==> config.mk <==
export PLATFORM = sky130hd
export DESIGN_NAME = midpoint_line_rasterizer_flat
export DESIGN_NICKNAME = d
export VERILOG_FILES = /design/src/design/mlr_pkg.sv /design/src/design/mlr_line_if.sv /design/src/design/mlr_load_unit.sv /design/src/design/mlr_step_unit.sv /design/src/design/midpoint_line_rasterizer.sv /design/src/flat_wrapper.sv
export SDC_FILE = /design/constraint.sdc
export NUM_CORES = 1
export LEC_CHECK = 0
export ABC_CLOCK_PERIOD_IN_PS = 9890
export BUFFER_PORTS_ARGS = -buffer_cell sky130_fd_sc_hd__clkbuf_2
export CAP_MARGIN = 20
export CELL_PAD_IN_SITES_DETAIL_PLACEMENT = 0
export CELL_PAD_IN_SITES_GLOBAL_PLACEMENT = 1
export CORE_MARGIN = 2
export CORE_UTILIZATION = 47
export DETAILED_ROUTE_END_ITERATION = 8
export PLACE_DENSITY = 0.87
export REMOVE_ABC_BUFFERS = 1
export SLEW_MARGIN = 15
export SYNTH_ARGS = -nofsm -noshare
export SYNTH_HDL_FRONTEND = slang
export SYNTH_SLANG_ARGS = --single-unit
==> constraint.sdc <==
create_clock -name clk -period 9.89 [get_ports clk]
set_input_delay 0.4945 -clock clk [delete_from_list [all_inputs] [get_ports clk]]
set_output_delay 0.4945 -clock clk [all_outputs]
set_load 0.02 [all_outputs]
==> src/design/mlr_pkg.sv <==
// Package for the midpoint line rasterizer: widths, types, register indexes
// and small helper functions shared by the interfaces and all modules.
// Depends on nothing.
package mlr_pkg;

    localparam int COORD_BITS     = 12;
    localparam int SIZE_BITS      = 12;
    localparam int COLOR_BITS     = 32;
    localparam int CFG_INDEX_BITS = 2;
    localparam int EXT_BITS       = ((COORD_BITS > SIZE_BITS) ? COORD_BITS : SIZE_BITS) + 2;
    localparam int ERR_BITS       = 2 * COORD_BITS + 4;

    typedef logic signed [COORD_BITS-1:0] coord_t;
    typedef logic signed [COORD_BITS:0]   diff_t;
    typedef logic signed [ERR_BITS-1:0]   err_t;
    typedef logic signed [EXT_BITS-1:0]   ext_t;
    typedef logic [SIZE_BITS-1:0]         size_t;
    typedef logic [COLOR_BITS-1:0]        color_t;
    typedef logic [CFG_INDEX_BITS-1:0]    cfg_index_t;

    localparam logic MODE_LOAD = 1'b0;
    localparam logic MODE_STEP = 1'b1;

    localparam cfg_index_t CFG_IMAGE_WIDTH  = cfg_index_t'(0);
    localparam cfg_index_t CFG_IMAGE_HEIGHT = cfg_index_t'(1);

    localparam size_t WIDTH_RESET  = size_t'(640);
    localparam size_t HEIGHT_RESET = size_t'(480);

    localparam coord_t COORD_MAX = {1'b0, {(COORD_BITS-1){1'b1}}};

    typedef struct packed {
        logic   active;
        logic   steep;
        diff_t  dx;
        diff_t  dy;
        coord_t final_major;
        coord_t cur_x;
        coord_t cur_y;
        err_t   err;
        color_t color;
    } line_state_t;

    typedef struct packed {
        coord_t x;
        coord_t y;
        logic   visible;
        color_t color;
        logic   last;
    } pixel_t;

    function automatic ext_t coord_to_ext(coord_t v);
        return ext_t'(v);
    endfunction

    function automatic ext_t size_to_ext(size_t s);
        return ext_t'(s);
    endfunction

endpackage

==> src/design/mlr_line_if.sv <==
// Channel interfaces of the midpoint line rasterizer: line commands in,
// pixels out, and the configuration write channel.
// Depends on mlr_pkg.
interface mlr_line_if;
    logic                valid;
    logic                ready;
    logic                mode;
    mlr_pkg::coord_t     start_x;
    mlr_pkg::coord_t     start_y;
    mlr_pkg::coord_t     end_x;
    mlr_pkg::coord_t     end_y;
    mlr_pkg::color_t     pen_color;

    modport source (output valid, mode, start_x, start_y, end_x, end_y, pen_color,
                    input ready);
    modport sink (input valid, mode, start_x, start_y, end_x, end_y, pen_color,
                  output ready);
endinterface

interface mlr_pixel_if;
    logic                valid;
    logic                ready;
    mlr_pkg::coord_t     pixel_x;
    mlr_pkg::coord_t     pixel_y;
    logic                visible;
    mlr_pkg::color_t     pixel_color;
    logic                last_pixel;

    modport source (output valid, pixel_x, pixel_y, visible, pixel_color, last_pixel,
                    input ready);
    modport sink (input valid, pixel_x, pixel_y, visible, pixel_color, last_pixel,
                  output ready);
endinterface

interface mlr_cfg_if;
    logic                  valid;
    logic                  ready;
    mlr_pkg::cfg_index_t   index;
    mlr_pkg::size_t        data;

    modport source (output valid, index, data, input ready);
    modport sink (input valid, index, data, output ready);
endinterface

==> src/design/mlr_load_unit.sv <==
// Line setup: picks the major axis, orders the endpoints along it and forms
// the starting midpoint decision value. Purely combinational.
// Depends on mlr_pkg.
module mlr_load_unit (
    input  mlr_pkg::coord_t      start_x,
    input  mlr_pkg::coord_t      start_y,
    input  mlr_pkg::coord_t      end_x,
    input  mlr_pkg::coord_t      end_y,
    input  mlr_pkg::color_t      pen_color,
    output mlr_pkg::line_state_t line_init
);

    mlr_pkg::diff_t  dx_raw;
    mlr_pkg::diff_t  dy_raw;
    mlr_pkg::diff_t  abs_dx;
    mlr_pkg::diff_t  abs_dy;
    mlr_pkg::diff_t  dx;
    mlr_pkg::diff_t  dy;
    mlr_pkg::coord_t first_x;
    mlr_pkg::coord_t first_y;
    mlr_pkg::coord_t final_x;
    mlr_pkg::coord_t final_y;
    logic            steep;
    logic            swap;

    always_comb
    begin
        dx_raw = mlr_pkg::diff_t'(end_x) - mlr_pkg::diff_t'(start_x);
        dy_raw = mlr_pkg::diff_t'(end_y) - mlr_pkg::diff_t'(start_y);
        abs_dx = dx_raw[mlr_pkg::COORD_BITS] ? -dx_raw : dx_raw;
        abs_dy = dy_raw[mlr_pkg::COORD_BITS] ? -dy_raw : dy_raw;
        steep  = abs_dy > abs_dx;
        swap   = steep ? (start_y > end_y) : (start_x > end_x);

        first_x = swap ? end_x : start_x;
        first_y = swap ? end_y : start_y;
        final_x = swap ? start_x : end_x;
        final_y = swap ? start_y : end_y;
        dx      = swap ? -dx_raw : dx_raw;
        dy      = swap ? -dy_raw : dy_raw;

        line_init.active      = 1'b1;
        line_init.steep       = steep;
        line_init.dx          = dx;
        line_init.dy          = dy;
        line_init.final_major = steep ? final_y : final_x;
        line_init.cur_x       = first_x;
        line_init.cur_y       = first_y;
        line_init.color       = pen_color;
        // The line passes through the first endpoint, so only the midpoint
        // offset terms of the doubled implicit function remain.
        if (steep)
        begin
            line_init.err = (mlr_pkg::err_t'(dx) <<< 1) - mlr_pkg::err_t'(dy);
        end
        else
        begin
            line_init.err = mlr_pkg::err_t'(dx) - (mlr_pkg::err_t'(dy) <<< 1);
        end
    end

endmodule

==> src/design/mlr_step_unit.sv <==
// Pixel step: forms the current pixel and advances the line by one unit on
// the major axis with the clamped midpoint test. Purely combinational.
// Depends on mlr_pkg.
module mlr_step_unit (
    input  mlr_pkg::line_state_t line_cur,
    input  mlr_pkg::size_t       image_width,
    input  mlr_pkg::size_t       image_height,
    output mlr_pkg::line_state_t line_next,
    output mlr_pkg::pixel_t      pixel
);

    mlr_pkg::ext_t x_ext;
    mlr_pkg::ext_t y_ext;
    mlr_pkg::ext_t w_ext;
    mlr_pkg::ext_t h_ext;
    logic          last;
    logic          minor_up;
    logic          minor_down;
    logic          minor_wrap;
    logic          err_neg;
    logic          err_pos;
    mlr_pkg::err_t dx2;
    mlr_pkg::err_t dy2;
    mlr_pkg::err_t err_step;

    always_comb
    begin
        x_ext = mlr_pkg::coord_to_ext(line_cur.cur_x);
        y_ext = mlr_pkg::coord_to_ext(line_cur.cur_y);
        w_ext = mlr_pkg::size_to_ext(image_width);
        h_ext = mlr_pkg::size_to_ext(image_height);

        last = line_cur.steep ? (line_cur.cur_y == line_cur.final_major)
                              : (line_cur.cur_x == line_cur.final_major);

        pixel.x       = line_cur.cur_x;
        pixel.y       = line_cur.cur_y;
        pixel.visible = (x_ext >= mlr_pkg::ext_t'(0)) && (x_ext < w_ext) &&
                        (y_ext >= mlr_pkg::ext_t'(0)) && (y_ext < h_ext);
        pixel.color   = line_cur.color;
        pixel.last    = last;

        err_neg = line_cur.err < mlr_pkg::err_t'(0);
        err_pos = line_cur.err > mlr_pkg::err_t'(0);
        dx2     = mlr_pkg::err_t'(line_cur.dx) <<< 1;
        dy2     = mlr_pkg::err_t'(line_cur.dy) <<< 1;

        line_next = line_cur;
        line_next.active = !last;

        if (line_cur.steep)
        begin
            minor_up   = (line_cur.dx > mlr_pkg::diff_t'(0)) && err_pos &&
                         (x_ext < w_ext - mlr_pkg::ext_t'(1));
            minor_down = (line_cur.dx < mlr_pkg::diff_t'(0)) && err_neg &&
                         (x_ext > mlr_pkg::ext_t'(0));
            minor_wrap = minor_up && (line_cur.cur_x == mlr_pkg::COORD_MAX);
            err_step   = dx2;
            if (minor_up)
            begin
                err_step = err_step - dy2;
                line_next.cur_x = line_cur.cur_x + mlr_pkg::coord_t'(1);
            end
            else if (minor_down)
            begin
                err_step = err_step + dy2;
                line_next.cur_x = line_cur.cur_x - mlr_pkg::coord_t'(1);
            end
            // A minor coordinate that wraps past the top of its range moves
            // the implicit function by a whole coordinate period.
            if (minor_wrap)
            begin
                err_step = err_step +
                           (mlr_pkg::err_t'(line_cur.dy) <<< (mlr_pkg::COORD_BITS + 1));
            end
            line_next.cur_y = line_cur.cur_y + mlr_pkg::coord_t'(1);
        end
        else
        begin
            minor_up   = (line_cur.dy > mlr_pkg::diff_t'(0)) && err_neg &&
                         (y_ext < h_ext - mlr_pkg::ext_t'(1));
            minor_down = (line_cur.dy < mlr_pkg::diff_t'(0)) && err_pos &&
                         (y_ext > mlr_pkg::ext_t'(0));
            minor_wrap = minor_up && (line_cur.cur_y == mlr_pkg::COORD_MAX);
            err_step   = -dy2;
            if (minor_up)
            begin
                err_step = err_step + dx2;
                line_next.cur_y = line_cur.cur_y + mlr_pkg::coord_t'(1);
            end
            else if (minor_down)
            begin
                err_step = err_step - dx2;
                line_next.cur_y = line_cur.cur_y - mlr_pkg::coord_t'(1);
            end
            if (minor_wrap)
            begin
                err_step = err_step -
                           (mlr_pkg::err_t'(line_cur.dx) <<< (mlr_pkg::COORD_BITS + 1));
            end
            line_next.cur_x = line_cur.cur_x + mlr_pkg::coord_t'(1);
        end
        line_next.err = line_cur.err + err_step;
    end

endmodule

==> src/design/midpoint_line_rasterizer.sv <==
// Midpoint line rasterizer, top level: configuration registers, line state and the
// pixel output register. Uses mlr_pkg, the mlr interfaces, mlr_load_unit, mlr_step_unit.
// A step beat on an active line gives its pixel beat in the next cycle; a load
// beat gives no pixel. One beat is taken every cycle while the output register
// is empty or being drained, so throughput is one pixel per clock.
// Reset leaves no line active, no pixel pending, and the image size 640 x 480.
module midpoint_line_rasterizer (
    input  logic          clk,
    input  logic          rst_n,
    mlr_line_if.sink      line_in,
    mlr_pixel_if.source   pixel_out,
    mlr_cfg_if.sink       cfg
);

    mlr_pkg::size_t       width_reg;
    mlr_pkg::size_t       width_next;
    mlr_pkg::size_t       height_reg;
    mlr_pkg::size_t       height_next;
    mlr_pkg::line_state_t line_reg;
    mlr_pkg::line_state_t line_next;
    mlr_pkg::line_state_t line_init;
    mlr_pkg::line_state_t line_stepped;
    mlr_pkg::pixel_t      pixel_reg;
    mlr_pkg::pixel_t      pixel_next;
    mlr_pkg::pixel_t      pixel_cur;
    logic                 out_valid_reg;
    logic                 out_valid_next;
    logic                 in_accept;
    logic                 step_fire;

    mlr_load_unit u_load (
        .start_x   (line_in.start_x),
        .start_y   (line_in.start_y),
        .end_x     (line_in.end_x),
        .end_y     (line_in.end_y),
        .pen_color (line_in.pen_color),
        .line_init (line_init)
    );

    mlr_step_unit u_step (
        .line_cur     (line_reg),
        .image_width  (width_reg),
        .image_height (height_reg),
        .line_next    (line_stepped),
        .pixel        (pixel_cur)
    );

    assign cfg.ready     = 1'b1;
    assign line_in.ready = !out_valid_reg || pixel_out.ready;
    assign in_accept     = line_in.valid && line_in.ready;
    assign step_fire     = in_accept && (line_in.mode == mlr_pkg::MODE_STEP) && line_reg.active;

    always_comb
    begin
        width_next  = width_reg;
        height_next = height_reg;
        if (cfg.valid)
        begin
            unique case (cfg.index)
                mlr_pkg::CFG_IMAGE_WIDTH:  width_next  = cfg.data;
                mlr_pkg::CFG_IMAGE_HEIGHT: height_next = cfg.data;
                default:                   ;
            endcase
        end
    end

    always_comb
    begin
        line_next      = line_reg;
        pixel_next     = pixel_reg;
        out_valid_next = out_valid_reg && !pixel_out.ready;
        if (in_accept && (line_in.mode == mlr_pkg::MODE_LOAD))
        begin
            line_next = line_init;
        end
        else if (step_fire)
        begin
            line_next      = line_stepped;
            pixel_next     = pixel_cur;
            out_valid_next = 1'b1;
        end
    end

    always_ff @(posedge clk or negedge rst_n)
    begin
        if (!rst_n)
        begin
            width_reg     <= mlr_pkg::WIDTH_RESET;
            height_reg    <= mlr_pkg::HEIGHT_RESET;
            line_reg      <= '0;
            out_valid_reg <= 1'b0;
        end
        else
        begin
            width_reg     <= width_next;
            height_reg    <= height_next;
            line_reg      <= line_next;
            out_valid_reg <= out_valid_next;
        end
    end

    always_ff @(posedge clk)
    begin
        pixel_reg <= pixel_next;
    end

    assign pixel_out.valid       = out_valid_reg;
    assign pixel_out.pixel_x     = pixel_reg.x;
    assign pixel_out.pixel_y     = pixel_reg.y;
    assign pixel_out.visible     = pixel_reg.visible;
    assign pixel_out.pixel_color = pixel_reg.color;
    assign pixel_out.last_pixel  = pixel_reg.last;

    a_step_gives_pixel: assert property (@(posedge clk) disable iff (!rst_n)
        step_fire |=> pixel_out.valid)
        else $error("Step on an active line did not produce a pixel beat.");

    a_last_ends_line: assert property (@(posedge clk) disable iff (!rst_n)
        (step_fire && pixel_cur.last) |=> !line_reg.active)
        else $error("Line stayed active after its last pixel.");

    a_major_within_end: assert property (@(posedge clk) disable iff (!rst_n)
        line_reg.active |->
            (line_reg.steep ? (line_reg.cur_y <= line_reg.final_major)
                            : (line_reg.cur_x <= line_reg.final_major)))
        else $error("Major coordinate ran past the end point.");

    a_stall_blocks_input: assert property (@(posedge clk) disable iff (!rst_n)
        (out_valid_reg && !pixel_out.ready) |-> !line_in.ready)
        else $error("Input taken while a pixel beat is stalled.");

endmodule
==> src/flat_wrapper.sv <==
// flat-port wrapper written by rule: the top's interface ports become plain ports
module midpoint_line_rasterizer_flat 
  (clk, rst_n, line_in_valid, line_in_mode, line_in_start_x, line_in_start_y, line_in_end_x, line_in_end_y, line_in_pen_color, line_in_ready, pixel_out_valid, pixel_out_pixel_x, pixel_out_pixel_y, pixel_out_visible, pixel_out_pixel_color, pixel_out_last_pixel, pixel_out_ready, cfg_valid, cfg_index, cfg_data, cfg_ready);
  mlr_line_if line_in_i ();
  mlr_pixel_if pixel_out_i ();
  mlr_cfg_if cfg_i ();
  input  logic clk;
  input  logic rst_n;
  input wire logic [$bits(line_in_i.valid)-1:0] line_in_valid;
  input wire logic [$bits(line_in_i.mode)-1:0] line_in_mode;
  input wire logic [$bits(line_in_i.start_x)-1:0] line_in_start_x;
  input wire logic [$bits(line_in_i.start_y)-1:0] line_in_start_y;
  input wire logic [$bits(line_in_i.end_x)-1:0] line_in_end_x;
  input wire logic [$bits(line_in_i.end_y)-1:0] line_in_end_y;
  input wire logic [$bits(line_in_i.pen_color)-1:0] line_in_pen_color;
  output wire logic [$bits(line_in_i.ready)-1:0] line_in_ready;
  output wire logic [$bits(pixel_out_i.valid)-1:0] pixel_out_valid;
  output wire logic [$bits(pixel_out_i.pixel_x)-1:0] pixel_out_pixel_x;
  output wire logic [$bits(pixel_out_i.pixel_y)-1:0] pixel_out_pixel_y;
  output wire logic [$bits(pixel_out_i.visible)-1:0] pixel_out_visible;
  output wire logic [$bits(pixel_out_i.pixel_color)-1:0] pixel_out_pixel_color;
  output wire logic [$bits(pixel_out_i.last_pixel)-1:0] pixel_out_last_pixel;
  input wire logic [$bits(pixel_out_i.ready)-1:0] pixel_out_ready;
  input wire logic [$bits(cfg_i.valid)-1:0] cfg_valid;
  input wire logic [$bits(cfg_i.index)-1:0] cfg_index;
  input wire logic [$bits(cfg_i.data)-1:0] cfg_data;
  output wire logic [$bits(cfg_i.ready)-1:0] cfg_ready;
  assign line_in_i.valid = line_in_valid;
  assign line_in_i.mode = line_in_mode;
  assign line_in_i.start_x = line_in_start_x;
  assign line_in_i.start_y = line_in_start_y;
  assign line_in_i.end_x = line_in_end_x;
  assign line_in_i.end_y = line_in_end_y;
  assign line_in_i.pen_color = line_in_pen_color;
  assign line_in_ready = line_in_i.ready;
  assign pixel_out_valid = pixel_out_i.valid;
  assign pixel_out_pixel_x = pixel_out_i.pixel_x;
  assign pixel_out_pixel_y = pixel_out_i.pixel_y;
  assign pixel_out_visible = pixel_out_i.visible;
  assign pixel_out_pixel_color = pixel_out_i.pixel_color;
  assign pixel_out_last_pixel = pixel_out_i.last_pixel;
  assign pixel_out_i.ready = pixel_out_ready;
  assign cfg_i.valid = cfg_valid;
  assign cfg_i.index = cfg_index;
  assign cfg_i.data = cfg_data;
  assign cfg_ready = cfg_i.ready;
  midpoint_line_rasterizer u_core (.clk(clk), .rst_n(rst_n), .line_in(line_in_i), .pixel_out(pixel_out_i), .cfg(cfg_i));
endmodule
==> impl_results.md <==
- Commonest non-fill, non-tap cell in the layout: nand2_1
- Pre-antenna DRT Iters: 8
- Number of nets in the layout: 3299
- DR WL/cell: 21.51 µm
- Top cell type by total area after synthesis: dfrtp_1
- Vias: 22340
- Die X: 222.3 µm
- Period utilization: 87.92%
- Post-DP HPWL: 59090 µm
- Worst skew pair latency: 0.55 ns
- Die area: 49400 µm²
- Synth Flop Type: dfrtp_1
- Post-Route WL: 76760 µm
- CP Capture Type: flop
- # hold bufs at CTS: 0
- Max FFs per register: 124
- Mapped Area: 22390 µm²
- WHS: 0.05520 ns
- Max stage delay on crit path: 0.77 ns
- Antenna Cells: 0
- Port bufs: 159
- DP Worst Slack: 0.7589 ns
- Clock skew: 0.01854 ns
- Slew Viols, Final: 0
- Final instance area: 24680 µm²
- Antenna-violating nets left: 0
- Commonest cells after routing, fill and taps aside: nand2_1 (346), ha_1 (247), o21ai_0 (236), nor2_1 (202), a21oi_1 (198)
- Worst r2r src: u_core.line_reg[97]
- Post-Syn Instances: 2842
- Req. time, crit path: 10.37 ns
- Number of gates resized after CTS: 0
- Top cell type's share of synthesized area: 15.98%
- Max cap viols: 0
- Worst-Margin Slew: 1.004 ns
- Max Clock Freq: 0.1150 GHz
- Clk sink count: 207
- Total track usage: 30.03%
- R2R Path End: u_core.line_reg[59]
- Remaining DRCs: 0
- Crit start category: input port
- Setup ws final: 1.194 ns
- FF-to-FF path depth: 34
- Ys async rst share: 71.98%
- Site Rows: 79
- Largest net degree at the start of global routing: 93
- Routability cong.: 0.9630
- Clock slew at reported path FFs: 0.06 ns
- First-pass GRT wire length: 119200 µm
- Initial antenna violation count: 0
- Arr. time, crit path: 9.17 ns
- Synth Register Bits: 207
- Hold violation count in the final report: 0
- Critical path class: in2reg
- CTS tree: built
- Post-CTS Setup Bufs: 0
- CORE AREA: 46750 µm²
- Initial Utilization: 47.89%
- Io pins: 161
- Synth warn: 0
- Worst path slowest cell: a211oi_1
- Vias in the first global route: 20970
- Distinct cells, synth: 96
- Placed cell areas: 23810 µm²
- Worst-path fanout max: 13
- Iteration-0 DRC Markers: 2423
- Ranking of synthesized cells by area: dfrtp_1 (16%), ha_1 (14%), edfxtp_1 (7.8%)
- Layout cells sized above 1: 10.64%
- Slew headroom: 33.09%
- Longest Clk Path Bufs: 3
- Status: complete, no violations
- Vias per inst: 6.260
- Fin crit period: 8.696 ns
- R2R setup slack: 1.63 ns
- Post-synthesis sequential area ratio: 24.46%
- Mapped Avg Cell Area: 7.878 µm²
- Post-synth EDFFs: 58
- CP dominant cell by count: ha_1
- P&R area growth vs syn: 10.22%
- Die height: 222.3 µm
- Hold Crit Class: in2async
- GRT overflow: 0
- Final Setup Violations: 0
- H-tree levels: 1
- Total CTS buffers: 26
- RSZ-0062 raised after global routing: false
- Clk root buf: clkbuf_16
-- routing by layer --
layer  GRT usage (%)  vias up  wire [µm]
met5               0        -          0
met4           9.111        0       2454
met3           3.306      134       5535
met2           49.95      960      35480
met1           40.98    10660      33290
li1                -    10580          -
-- layout make-up --
cell class                 instances  area, µm²
clock inverter                    12      70.07
inverter                         178      668.1
sequential                       207       5479
clock buffer                      36      759.5
multi-input combinational       2321      15750
tap                              607      759.5
fill                            4435      22080
timing repair buffer             207       1195
-- synthesized netlist by cell type, types with 19 or more instances --
library cell / n
nand2_1: 346
ha_1: 247
o21ai_0: 236
nor2_1: 204
a21oi_1: 199
inv_1: 175
dfrtp_1: 143
xnor2_1: 126
clkbuf_1: 108
nor3_1: 82
edfxtp_1: 58
nand3_1: 54
xor2_1: 49
o211ai_1: 47
a21o_1: 46
a31oi_1: 37
nor2b_1: 36
o21bai_1: 36
a211oi_1: 34
nand2b_1: 31
nor4_1: 29
mux2i_1: 27
o22ai_1: 27
and3_1: 26
o21a_1: 25
or3_1: 24
a221o_1: 23
a221oi_1: 22
nand4_1: 19
-- worst max-delay path, delay by kind of cell --
kind | cells | cell delay (ns)
buf+inv | 5 | 0.48
compound gates | 13 | 4.52
fa+ha+maj | 6 | 1.69
simple gates | 10 | 1.97
-- cells by family after synthesis --
family	Yosys count	synth area share, %
AO/OA/AOI/OAI	908	26.57
XOR/XNOR	177	6.991
other	1	0.01675
adder cells (fa/ha/maj)	264	15.05
flip-flops	207	24.46
AND/OR/NAND/NOR	926	19.38
buffers and inverters	314	5.409
multiplexers	45	2.112
-- worst max-delay path by stage --
stage / startpoint / endpoint / slack (ns) / depth (start not counted)
3_3_place_gp: line_in_end_x[0] / u_core.line_reg[43] / 1.02 / 34
2_1_floorplan: line_in_end_y[0] / u_core.line_reg[46] / -1.39 / 36
5_1_grt: line_in_end_x[0] / u_core.line_reg[49] / 0.45 / 34
4_1_cts: line_in_end_x[0] / u_core.line_reg[49] / 1.31 / 34
6_report: line_in_end_x[0] / u_core.line_reg[49] / 1.19 / 34
3_5_place_dp: line_in_end_x[0] / u_core.line_reg[50] / 0.76 / 34
-- stage by stage --
stage | instances | util, % | setup TNS (ns)
floorplan | 2706 | - | -30.80
global placement | 3518 | 50.93 | 0
CTS | 3566 | 52.71 | 0
global route | 3568 | 52.78 | 0
finish | 3568 | 52.78 | 0
detailed placement | 3518 | 50.93 | 0
Power is not shown: default switching activity piles up to over one toggle a cycle in this logic, so the estimate is an artifact.
